<file path="config.mk">
export PLATFORM = sky130hd
export DESIGN_NAME = gcc_queue
export DESIGN_NICKNAME = d
export VERILOG_FILES = /design/src/sv/gcc_pkg.sv /design/src/sv/gcc_queue.sv
export SDC_FILE = /design/constraint.sdc
export NUM_CORES = 1
export LEC_CHECK = 0
export ABC_AREA = 1
export BUFFER_PORTS_ARGS = -buffer_cell sky130_fd_sc_hd__buf_4
export CAP_MARGIN = 10
export CORE_ASPECT_RATIO = 0.9
export CORE_MARGIN = 8
export CORE_UTILIZATION = 45
export CTS_BUF_LIST = sky130_fd_sc_hd__clkbuf_8
export DETAILED_ROUTE_END_ITERATION = 10
export GPL_TIMING_DRIVEN = 0
export MAX_ROUTING_LAYER = met4
export PLACE_DENSITY_LB_ADDON = 0.2
export SLEW_MARGIN = 20
export SYNTH_ARGS = -nofsm -noshare
export SYNTH_HDL_FRONTEND = slang
export SYNTH_SLANG_ARGS = --single-unit
</file>
<file path="constraint.sdc">
create_clock -name clock -period 2.2 [get_ports clock]
set_input_delay 0.11 -clock clock [delete_from_list [all_inputs] [get_ports clock]]
set_output_delay 0.11 -clock clock [all_outputs]
set_load 0.02 [all_outputs]
</file>
<file path="src/sv/gcc_pkg.sv">
// Package for the graph clustering counter: request, queue and response types,
// command and queue op codes, back-end state encoding, and a 64-bit popcount.
// No dependencies.
package gcc_pkg;

   localparam int MAX_NODES_DEFAULT   = 64;
   localparam int QUEUE_DEPTH_DEFAULT = 4;
   localparam int NODE_W              = 6;
   localparam int NODE_COUNT_W        = 7;
   localparam int LINKED_W            = 13;
   localparam int DEGREE_W            = 7;
   localparam int POSSIBLE_W          = 12;
   localparam int TOTAL_W             = 19;

   localparam logic [NODE_COUNT_W-1:0] NODE_COUNT_RESET = 7'd64;

   localparam logic [1:0] CMD_ADD     = 2'd0;
   localparam logic [1:0] CMD_COMPUTE = 2'd1;
   localparam logic [1:0] CMD_CLEAR   = 2'd2;

   typedef enum logic [1:0] {
      OP_ADD,
      OP_COMPUTE,
      OP_CLEAR
   } op_type;

   typedef enum logic [2:0] {
      ST_IDLE,
      ST_ADD_U,
      ST_ADD_V,
      ST_ROW,
      ST_ROW_CAP,
      ST_SCAN,
      ST_DRAIN
   } back_state_type;

   typedef struct packed {
      logic [1:0]        command;
      logic [NODE_W-1:0] node_u;
      logic [NODE_W-1:0] node_v;
   } req_type;

   typedef struct packed {
      op_type            op;
      logic [NODE_W-1:0] node_u;
      logic [NODE_W-1:0] node_v;
   } queue_entry_type;

   typedef struct packed {
      logic [NODE_W-1:0]     node;
      logic [LINKED_W-1:0]   linked_pairs;
      logic [DEGREE_W-1:0]   degree;
      logic [POSSIBLE_W-1:0] possible_pairs;
      logic [TOTAL_W-1:0]    running_total;
      logic                  last;
   } rsp_type;

   function automatic logic [6:0] popcount64(input logic [63:0] x);
      logic [1:0] s1 [32];
      logic [2:0] s2 [16];
      logic [3:0] s3 [8];
      logic [4:0] s4 [4];
      logic [5:0] s5 [2];
      for (int i = 0; i < 32; i++) s1[i] = {1'b0, x[2*i]} + {1'b0, x[2*i+1]};
      for (int i = 0; i < 16; i++) s2[i] = {1'b0, s1[2*i]} + {1'b0, s1[2*i+1]};
      for (int i = 0; i < 8; i++)  s3[i] = {1'b0, s2[2*i]} + {1'b0, s2[2*i+1]};
      for (int i = 0; i < 4; i++)  s4[i] = {1'b0, s3[2*i]} + {1'b0, s3[2*i+1]};
      for (int i = 0; i < 2; i++)  s5[i] = {1'b0, s4[2*i]} + {1'b0, s4[2*i+1]};
      return {1'b0, s5[0]} + {1'b0, s5[1]};
   endfunction

endpackage

</file>
<file path="src/sv/gcc_queue.sv">
// Short op queue between front and back end, held in flip-flops.
// Depends on gcc_pkg.
module gcc_queue
   import gcc_pkg::*;
#(
   parameter int DEPTH = QUEUE_DEPTH_DEFAULT
) (
   input  logic            clock,
   input  logic            reset,
   input  logic            push_valid,
   output logic            push_ready,
   input  queue_entry_type push_entry,
   output logic            pop_valid,
   input  logic            pop_ready,
   output queue_entry_type pop_entry
);

   localparam int PTR_W = (DEPTH > 1) ? $clog2(DEPTH) : 1;
   localparam int CNT_W = $clog2(DEPTH + 1);

   queue_entry_type  entry_ff [DEPTH];
   logic [PTR_W-1:0] wr_ptr_ff, wr_ptr_in;
   logic [PTR_W-1:0] rd_ptr_ff, rd_ptr_in;
   logic [CNT_W-1:0] count_ff, count_in;
   logic             push, pop;

   assign push_ready = (count_ff != CNT_W'(DEPTH));
   assign pop_valid  = (count_ff != '0);
   assign pop_entry  = entry_ff[rd_ptr_ff];
   assign push       = push_valid && push_ready;
   assign pop        = pop_valid && pop_ready;

   always_comb begin
      wr_ptr_in = wr_ptr_ff;
      rd_ptr_in = rd_ptr_ff;
      count_in  = count_ff;
      if (push) begin
         wr_ptr_in = (wr_ptr_ff == PTR_W'(DEPTH - 1)) ? '0 : wr_ptr_ff + PTR_W'(1);
      end
      if (pop) begin
         rd_ptr_in = (rd_ptr_ff == PTR_W'(DEPTH - 1)) ? '0 : rd_ptr_ff + PTR_W'(1);
      end
      if (push && !pop) begin
         count_in = count_ff + CNT_W'(1);
      end else if (pop && !push) begin
         count_in = count_ff - CNT_W'(1);
      end
   end

   always_ff @(posedge clock) begin
      if (reset) begin
         wr_ptr_ff <= '0;
         rd_ptr_ff <= '0;
         count_ff  <= '0;
      end else begin
         wr_ptr_ff <= wr_ptr_in;
         rd_ptr_ff <= rd_ptr_in;
         count_ff  <= count_in;
      end
   end

   always_ff @(posedge clock) begin
      if (push) begin
         entry_ff[wr_ptr_ff] <= push_entry;
      end
   end

endmodule

</file>
==> metrics.txt, run 1 <==
# TYPE chip_impl_metric gauge
chip_impl_info{name="crit-reg2reg-launch",value="count_ff[1]"} 1
chip_impl_info{name="worst_hold_path.endpoint",value="wr_ptr_ff[0]"} 1
chip_impl_metric{name="floorplan.die.width",unit="µm"} 96.1
chip_impl_metric{name="cts.sinks",unit=""} 65
chip_impl_metric{name="maximum_number_of_pins_on_one_net_before_global_route_repair",unit=""} 15
chip_impl_metric{name="worst_voltage_drop_across_the_vdd_grid",unit="µV"} 672
chip_impl_metric{name="max_slew.worst_pin.slew",unit="ns"} 0.859
chip_impl_metric{name="synth_seq_area_share",unit=""} 0.717
chip_impl_metric{name="wl_per_cell",unit="µm"} 15.4
chip_impl_metric{name="power.leakage",unit="nW"} 1.26
chip_impl_metric{name="worst_clock_skew",unit="ns"} 0.00736
chip_impl_metric{name="postSynthCellCount",unit=""} 204
chip_impl_metric{name="final_period_minus_worst_setup_slack",unit="ns"} 1.95
chip_impl_metric{name="worst_skew_pair.late_latency",unit="ns"} 0.33
chip_impl_metric{name="grt_remaining_overflow",unit=""} 0
chip_impl_metric{name="synthesis.nets",unit=""} 229
chip_impl_metric{name="timing.fmax",unit="GHz"} 0.513
chip_impl_metric{name="ys_types",unit=""} 22
chip_impl_metric{name="initial_antenna_violation_count",unit=""} 0
chip_impl_metric{name="design_area",unit="µm²"} 3270
chip_impl_metric{name="core-area",unit="µm²"} 5630
chip_impl_metric{name="drtPass1Iterations",unit=""} 5
chip_impl_metric{name="cts_clock_pin_slew_for_the_worst_setup_and_hold_paths",unit="ns"} 0.07
chip_impl_metric{name="io_buffer_count",unit=""} 33
chip_impl_metric{name="layout-area-overhead-vs-synth",unit="%"} 25.8
chip_impl_metric{name="route.antenna.remaining_nets",unit=""} 0
chip_impl_metric{name="final_cells",unit=""} 338
chip_impl_metric{name="io_pins",unit=""} 34
chip_impl_metric{name="worst-r2r-cell-count",unit=""} 9
chip_impl_info{name="grt_setup_unrepaired",value="no"} 1
chip_impl_metric{name="cts.path.max_buffers",unit=""} 2
chip_impl_metric{name="layout.nets",unit=""} 288
chip_impl_metric{name="synth_top_cell_area_share",unit=""} 0.648
chip_impl_metric{name="r2r_slack",unit="ns"} 0.25
chip_impl_metric{name="vias_per_cell",unit=""} 4.90
chip_impl_info{name="worst_setup_path_startpoint",value="count_ff[1]"} 1
chip_impl_metric{name="wire_length_of_the_first_global_routing_pass",unit="µm"} 8250
chip_impl_metric{name="fp-row-count",unit=""} 26
chip_impl_metric{name="slew_viol_final",unit=""} 0
chip_impl_metric{name="maxSlewHeadroom",unit=""} 0.427
chip_impl_metric{name="hold-path-cell-count",unit=""} 3
chip_impl_metric{name="die_area",unit="µm²"} 8460
chip_impl_metric{name="grt_use_total",unit=""} 0.139
chip_impl_metric{name="num_antenna_cells",unit=""} 0
chip_impl_metric{name="pwr_per_cell_area",unit="nW/µm²"} 1180
chip_impl_metric{name="postCtsResizedCells",unit=""} 0
chip_impl_metric{name="remaining_drc_errors",unit=""} 0
chip_impl_metric{name="placed_cells_incl_taps",unit=""} 307
chip_impl_metric{name="synth-warning-count",unit=""} 0
chip_impl_metric{name="worst_path_fanout_max",unit=""} 6
chip_impl_metric{name="initial_core_utilization",unit=""} 0.461
chip_impl_metric{name="numCtsBuffers",unit=""} 9
chip_impl_metric{name="finalCritPeriodShare",unit=""} 0.886
chip_impl_metric{name="number_of_flip_flops_and_latches_in_the_synthesized_netlist",unit=""} 65
chip_impl_metric{name="total_power",unit="mW"} 3.87
chip_impl_metric{name="gp_congestion",unit=""} 0.711
chip_impl_metric{name="postPlaceCellArea",unit="µm²"} 2940
chip_impl_metric{name="setup_viol",unit=""} 0
chip_impl_info{name="synth_area_leaders",value="edfxtp_1, dfxtp_1, nor2_1"} 1
chip_impl_info{name="crit_path_start_kind",value="flip-flop"} 1
chip_impl_info{name="timing.setup.critical_path_class",value="flip-flop to flip-flop"} 1
chip_impl_metric{name="final.setup.tns",unit="ns"} 0
chip_impl_info{name="r2r_end",value="count_ff[1]"} 1
chip_impl_metric{name="drv_cap",unit=""} 0
chip_impl_info{name="min-delay-path-class",value="primary input to flip-flop"} 1
chip_impl_metric{name="grt_pass1_vias",unit=""} 1655
chip_impl_metric{name="mapped_area",unit="µm²"} 2600
chip_impl_metric{name="die_height",unit="µm"} 88.1
chip_impl_metric{name="detailedPlacementHpwl",unit="µm"} 3240
chip_impl_metric{name="timing.critical_path.required",unit="ns"} 2.42
chip_impl_metric{name="worstPathArrival",unit="ns"} 2.17
chip_impl_metric{name="hold_ws",unit="ns"} 0.0625
chip_impl_info{name="clock-root-buffer",value="clkbuf_8"} 1
chip_impl_metric{name="finalWorstSetupSlack",unit="ns"} 0.251
chip_impl_info{name="result_of_the_run",value="finished, final reports clean"} 1
chip_impl_metric{name="pre_cts_slack",unit="ns"} 0.268
chip_impl_metric{name="synth.avg_cell_area",unit="µm²"} 12.7
chip_impl_metric{name="finalCoreUtilization",unit=""} 0.580
chip_impl_metric{name="totalWireLength",unit="µm"} 5210
chip_impl_info{name="synth_largest_area_cell",value="edfxtp_1"} 1
chip_impl_metric{name="fillers",unit=""} 486
chip_impl_metric{name="route.vias.total",unit=""} 1655
chip_impl_metric{name="drive_gt1_frac",unit=""} 0.235
chip_impl_metric{name="detailedRoute.firstIterationViolations",unit=""} 94
chip_impl_info{name="worstSetupEndpointType",value="flip-flop"} 1
chip_impl_info{name="hold_path_startpoint",value="push_valid"} 1
chip_impl_metric{name="hold_viol_final",unit=""} 0
chip_impl_info{name="cts_tree",value="yes"} 1
chip_impl_metric{name="cts_htree_levels",unit=""} 3
-- layer usage --
| layer | up-vias | track usage | part of all wire |
|---|---|---|---|
| met5 | - | - | 0 |
| met4 | 0 | 0.0460 | 0.0088 |
| met3 | 5 | 0.0617 | 0.063 |
| met2 | 48 | 0.210 | 0.48 |
| met1 | 763 | 0.161 | 0.45 |
| li1 | 839 | - | - |
-- worst max-delay path by stage --
stage                      end  slack, ns  depth (start not counted)
6_report           count_ff[1]       0.25                          9
5_1_grt            count_ff[2]       0.01                         13
4_1_cts            count_ff[1]       0.24                          9
3_5_place_dp       count_ff[1]       0.27                          9
3_3_place_gp   entry_ff[0][12]      -0.05                          4
2_1_floorplan      count_ff[1]       0.41                          9
-- critical path, stage by stage (launching register included) --
cell and delay, ns:
dfxtp_1 0.34, nor2_2 0.16, nand2_2 0.11, nand2_1 0.22, inv_1 0.07, ha_1 0.22, inv_1 0.09, fa_1 0.40
o21ai_0 0.17, nor2_1 0.06
-- cells in the mapped netlist --
cell type / n
o22ai_1: 14
nor2_1: 42
nand2_2: 2
dfxtp_1: 9
a21oi_1: 3
buf_12: 1
nand3b_1: 2
nor2_2: 1
buf_4: 3
nand3_1: 2
inv_1: 14
ha_1: 6
nand4_1: 1
fa_1: 1
buf_6: 2
xor2_1: 1
edfxtp_1: 56
o21ai_1: 6
o21ai_0: 23
nand2_1: 12
clkbuf_2: 1
inv_2: 2
-- flip-flops by register name, indices dropped and copies added, names as in the netlist, named ones only --
name	cells
wr_ptr_ff	2
entry_ff	56
count_ff	3
rd_ptr_ff	2
-- layout by cell type, fill, tap and decap left out --
cell type and instances:
buf_12 1, edfxtp_1 56, nand4_1 1, nand3_1 2
nand2_2 2, fa_1 1, dlygate4sd3_1 15, nand2_1 12
ha_1 6, o22ai_1 14, buf_4 36, a21oi_1 3
dfxtp_1 9, nand3b_1 2, clkbuf_2 1, inv_1 15
nor2_1 38, xor2_1 1, clkinv_2 3, o21ai_0 23
buf_6 2, clkbuf_8 11, inv_2 2, clkinv_1 1
o21ai_1 6, nor2_2 5
-- repair_timing --
item,4_1_cts,5_1_grt
hold endpoints to repair,57,0
buffers inserted,0,0
setup endpoints to repair,0,0
hold buffers,15,0
-- power by group --
group	internal, mW	leakage (nW)	switching (mW)
Sequential	1.52	0.588	0.0797
Clock	0.456	0.0977	0.408
Combinational	0.555	0.571	0.850
Total	2.53	1.26	1.34
-- kinds of logic (layout without fill, tap and decap cells) --
kind of cell    after synthesis  count (layout)  synth area share
xor+xnor                      1               1           0.00337
simple gates                 62              62            0.0973
buf+inv                      23              87            0.0501
compound gates               46              46            0.0954
fa+ha+maj                     7               7            0.0366
flops                        65              65             0.717
-- area by class of cell --
class                           instances  area (µm²)  share of cell area
Sequential cell                        65        1860               0.570
Multi-Input combinational cell        116         614               0.188
Buffer                                  7        70.1              0.0215
Inverter                               16        60.1              0.0184
Tap cell                               70        87.6              0.0268
Timing Repair Buffer                   48         398               0.122
Clock buffer                           11         151              0.0464
Clock inverter                          5        22.5             0.00690
No activity file was read; power rests on OpenSTA's default activity.
==> run 2: changes to the inputs <==
Settings changed: BUFFER_PORTS_ARGS -buffer_cell sky130_fd_sc_hd__buf_4 to -buffer_cell sky130_fd_sc_hd__buf_2.
==> run 2 against run 1 <==
Net effect: critical path depth unchanged; via count increased by 2.1%; largest cell class unchanged; non-clock buffer count decreased by 1; clock skew increased by 0.00089 ns; largest power group unchanged.
==> metrics.txt, run 2 (synthesized netlist as in run 1, its figures left out) <==
# TYPE chip_impl_metric gauge
chip_impl_metric{name="cts.path.max_buffers",unit=""} 2
chip_impl_metric{name="floorplan.die.width",unit="µm"} 96.1
chip_impl_metric{name="hold_viol_final",unit=""} 0
chip_impl_info{name="clock-root-buffer",value="clkbuf_8"} 1
chip_impl_metric{name="slew_viol_final",unit=""} 0
chip_impl_info{name="largestRegisters",value="entry_ff x56, count_ff x3"} 1
chip_impl_metric{name="timing.critical_path.required",unit="ns"} 2.43
chip_impl_metric{name="numCtsBuffers",unit=""} 9
chip_impl_metric{name="final_period_minus_worst_setup_slack",unit="ns"} 1.96
chip_impl_info{name="crit_slowest_cell",value="fa_1"} 1
chip_impl_metric{name="cts_setup_buffers",unit=""} 0
chip_impl_info{name="regMostFlops",value="entry_ff"} 1
chip_impl_metric{name="pre_cts_slack",unit="ns"} 0.244
chip_impl_metric{name="worst-r2r-cell-count",unit=""} 9
chip_impl_metric{name="pwr_per_cell_area",unit="nW/µm²"} 1210
chip_impl_metric{name="cts_clock_pin_slew_for_the_worst_setup_and_hold_paths",unit="ns"} 0.07
chip_impl_metric{name="worst_voltage_drop_across_the_vdd_grid",unit="µV"} 794
chip_impl_metric{name="initial_core_utilization",unit=""} 0.461
chip_impl_metric{name="max_slew.worst_pin.slew",unit="ns"} 0.852
chip_impl_metric{name="final_cells",unit=""} 337
chip_impl_metric{name="core-area",unit="µm²"} 5630
chip_impl_metric{name="drv_cap",unit=""} 0
chip_impl_metric{name="finalCoreUtilization",unit=""} 0.568
chip_impl_metric{name="totalWireLength",unit="µm"} 5060
chip_impl_metric{name="num_antenna_cells",unit=""} 0
chip_impl_metric{name="die_height",unit="µm"} 88.1
chip_impl_metric{name="remaining_drc_errors",unit=""} 0
chip_impl_metric{name="vias_per_cell",unit=""} 5.01
chip_impl_metric{name="maxSlewHeadroom",unit=""} 0.431
chip_impl_info{name="worst_path_most_repeated_cell",value="inv_1"} 1
chip_impl_metric{name="worst_path_fanout_max",unit=""} 6
chip_impl_metric{name="worst_skew_pair.late_latency",unit="ns"} 0.33
chip_impl_info{name="cts_tree",value="yes"} 1
chip_impl_metric{name="io_buffer_count",unit=""} 33
chip_impl_metric{name="route.antenna.remaining_nets",unit=""} 0
chip_impl_metric{name="gp_congestion",unit=""} 0.734
chip_impl_metric{name="finalCritPeriodShare",unit=""} 0.890
chip_impl_metric{name="setup_viol",unit=""} 0
chip_impl_metric{name="r2r_slack",unit="ns"} 0.24
chip_impl_metric{name="design_area",unit="µm²"} 3200
chip_impl_info{name="cp-endpoint",value="count_ff[1]"} 1
chip_impl_metric{name="layout-area-overhead-vs-synth",unit="%"} 23.2
chip_impl_metric{name="cts_htree_levels",unit=""} 3
chip_impl_metric{name="maximum_number_of_pins_on_one_net_before_global_route_repair",unit=""} 15
chip_impl_metric{name="io_pins",unit=""} 34
chip_impl_info{name="grt_setup_unrepaired",value="no"} 1
chip_impl_info{name="r2r_end",value="count_ff[1]"} 1
chip_impl_info{name="min-delay-path-class",value="primary input to flip-flop"} 1
chip_impl_metric{name="finalWorstSetupSlack",unit="ns"} 0.242
chip_impl_metric{name="detailedRoute.firstIterationViolations",unit=""} 79
chip_impl_info{name="path_cells",value="nor2_2 -> nand2_2 -> nand2_1 -> inv_1 -> ha_1 -> inv_1 -> fa_1 -> o21ai_0 -> nor2_1"} 1
chip_impl_info{name="crit-reg2reg-launch",value="count_ff[1]"} 1
chip_impl_metric{name="route.vias.total",unit=""} 1690
chip_impl_metric{name="initial_antenna_violation_count",unit=""} 0
chip_impl_metric{name="cts.sinks",unit=""} 65
chip_impl_metric{name="grt_remaining_overflow",unit=""} 0
chip_impl_metric{name="timing.fmax",unit="GHz"} 0.511
chip_impl_metric{name="die_area",unit="µm²"} 8460
chip_impl_metric{name="largest_reg_flops",unit=""} 56
chip_impl_metric{name="detailedPlacementHpwl",unit="µm"} 3200
chip_impl_metric{name="max_stage_delay",unit="ns"} 0.40
chip_impl_metric{name="placed_cells_incl_taps",unit=""} 307
chip_impl_metric{name="worstPathArrival",unit="ns"} 2.18
chip_impl_info{name="worst_setup_path_startpoint",value="count_ff[1]"} 1
chip_impl_info{name="mostFrequentLayoutCells",value="edfxtp_1, nor2_1, buf_2"} 1
chip_impl_info{name="mostFrequentLayoutCell",value="edfxtp_1"} 1
chip_impl_metric{name="layout.nets",unit=""} 287
chip_impl_metric{name="drtPass1Iterations",unit=""} 5
chip_impl_metric{name="wl_per_cell",unit="µm"} 15.0
chip_impl_metric{name="postPlaceCellArea",unit="µm²"} 2860
chip_impl_metric{name="worst_clock_skew",unit="ns"} 0.00825
chip_impl_info{name="result_of_the_run",value="finished, final reports clean"} 1
chip_impl_info{name="worstSetupEndpointType",value="flip-flop"} 1
chip_impl_metric{name="fp-row-count",unit=""} 26
chip_impl_metric{name="power.leakage",unit="nW"} 1.24
chip_impl_metric{name="grt_use_total",unit=""} 0.133
chip_impl_metric{name="drive_gt1_frac",unit=""} 0.236
chip_impl_info{name="crit_path_start_kind",value="flip-flop"} 1
chip_impl_info{name="timing.setup.critical_path_class",value="flip-flop to flip-flop"} 1
chip_impl_metric{name="grt_pass1_vias",unit=""} 1681
chip_impl_metric{name="wire_length_of_the_first_global_routing_pass",unit="µm"} 7900
==> run 2: metal layers <==
| layer | vias to the layer above | wire (µm) | global-route usage |
|---|---|---|---|
| li1 | 836 | - | - |
| met1 | 799 | 2180 | 0.142 |
| met2 | 48 | 2450 | 0.208 |
| met3 | 7 | 348 | 0.0574 |
| met4 | 0 | 72 | 0.0628 |
| met5 | - | 0 | - |
==> run 2: report_power, final <==
part / switching, mW / internal (mW) / total, mW
logic: 0.836 / 0.451 / 1.29
clock network: 0.399 / 0.573 / 0.971
registers: 0.0778 / 1.52 / 1.60
total: 1.31 / 2.54 / 3.85
==> run 2: area by class of cell <==
| class | instances | area (µm²) |
|---|---|---|
| buffer | 7 | 70.1 |
| clock buffer | 11 | 151 |
| clock inverter | 5 | 47.5 |
| fill | 485 | 2430 |
| inverter | 16 | 60.1 |
| multi-input combinational | 116 | 614 |
| sequential | 65 | 1860 |
| tap | 70 | 87.6 |
| timing repair buffer | 47 | 305 |
==> run 2: how the worst min path moves through the flow <==
stage	startpoint	endpoint	slack, ns	cells after the start
2_1_floorplan	reset	count_ff[0]	0.18	1
3_5_place_dp	reset	count_ff[0]	0.29	2
3_3_place_gp	reset	count_ff[0]	0.28	2
4_1_cts	push_entry[13]	entry_ff[3][13]	0.003	1
5_1_grt	push_entry[13]	entry_ff[2][13]	0.004	1
6_report	push_entry[13]	entry_ff[3][13]	0.03	1
==> run 2: critical path: cells and delay by family (launching register included) <==
family | cells | cell delay [ns]
AO/OA/AOI/OAI | 1 | 0.19
adder cells (fa/ha/maj) | 2 | 0.62
buffers and inverters | 2 | 0.16
flip-flops | 1 | 0.34
AND/OR/NAND/NOR | 4 | 0.55
==> run 2: what timing repair did <==
action / 4_1_cts / 5_1_grt
hold buffers: 14 / 0
endpoints found under the setup margin: 0 / 0
resized for setup: 0 / 0
endpoints found under the hold margin: 51 / 0
==> run 2: per-stage QoR <==
step | total power, mW | hold WS [ns] | setup TNS, ns
global route | 4.09 | 0.00394 | 0
detailed placement | 2.91 | 0.288 | 0
finish | 3.85 | 0.0273 | 0
CTS | 3.90 | 0.00343 | 0
floorplan | 2.49 | 0.182 | 0
global placement | 2.89 | 0.283 | -0.743
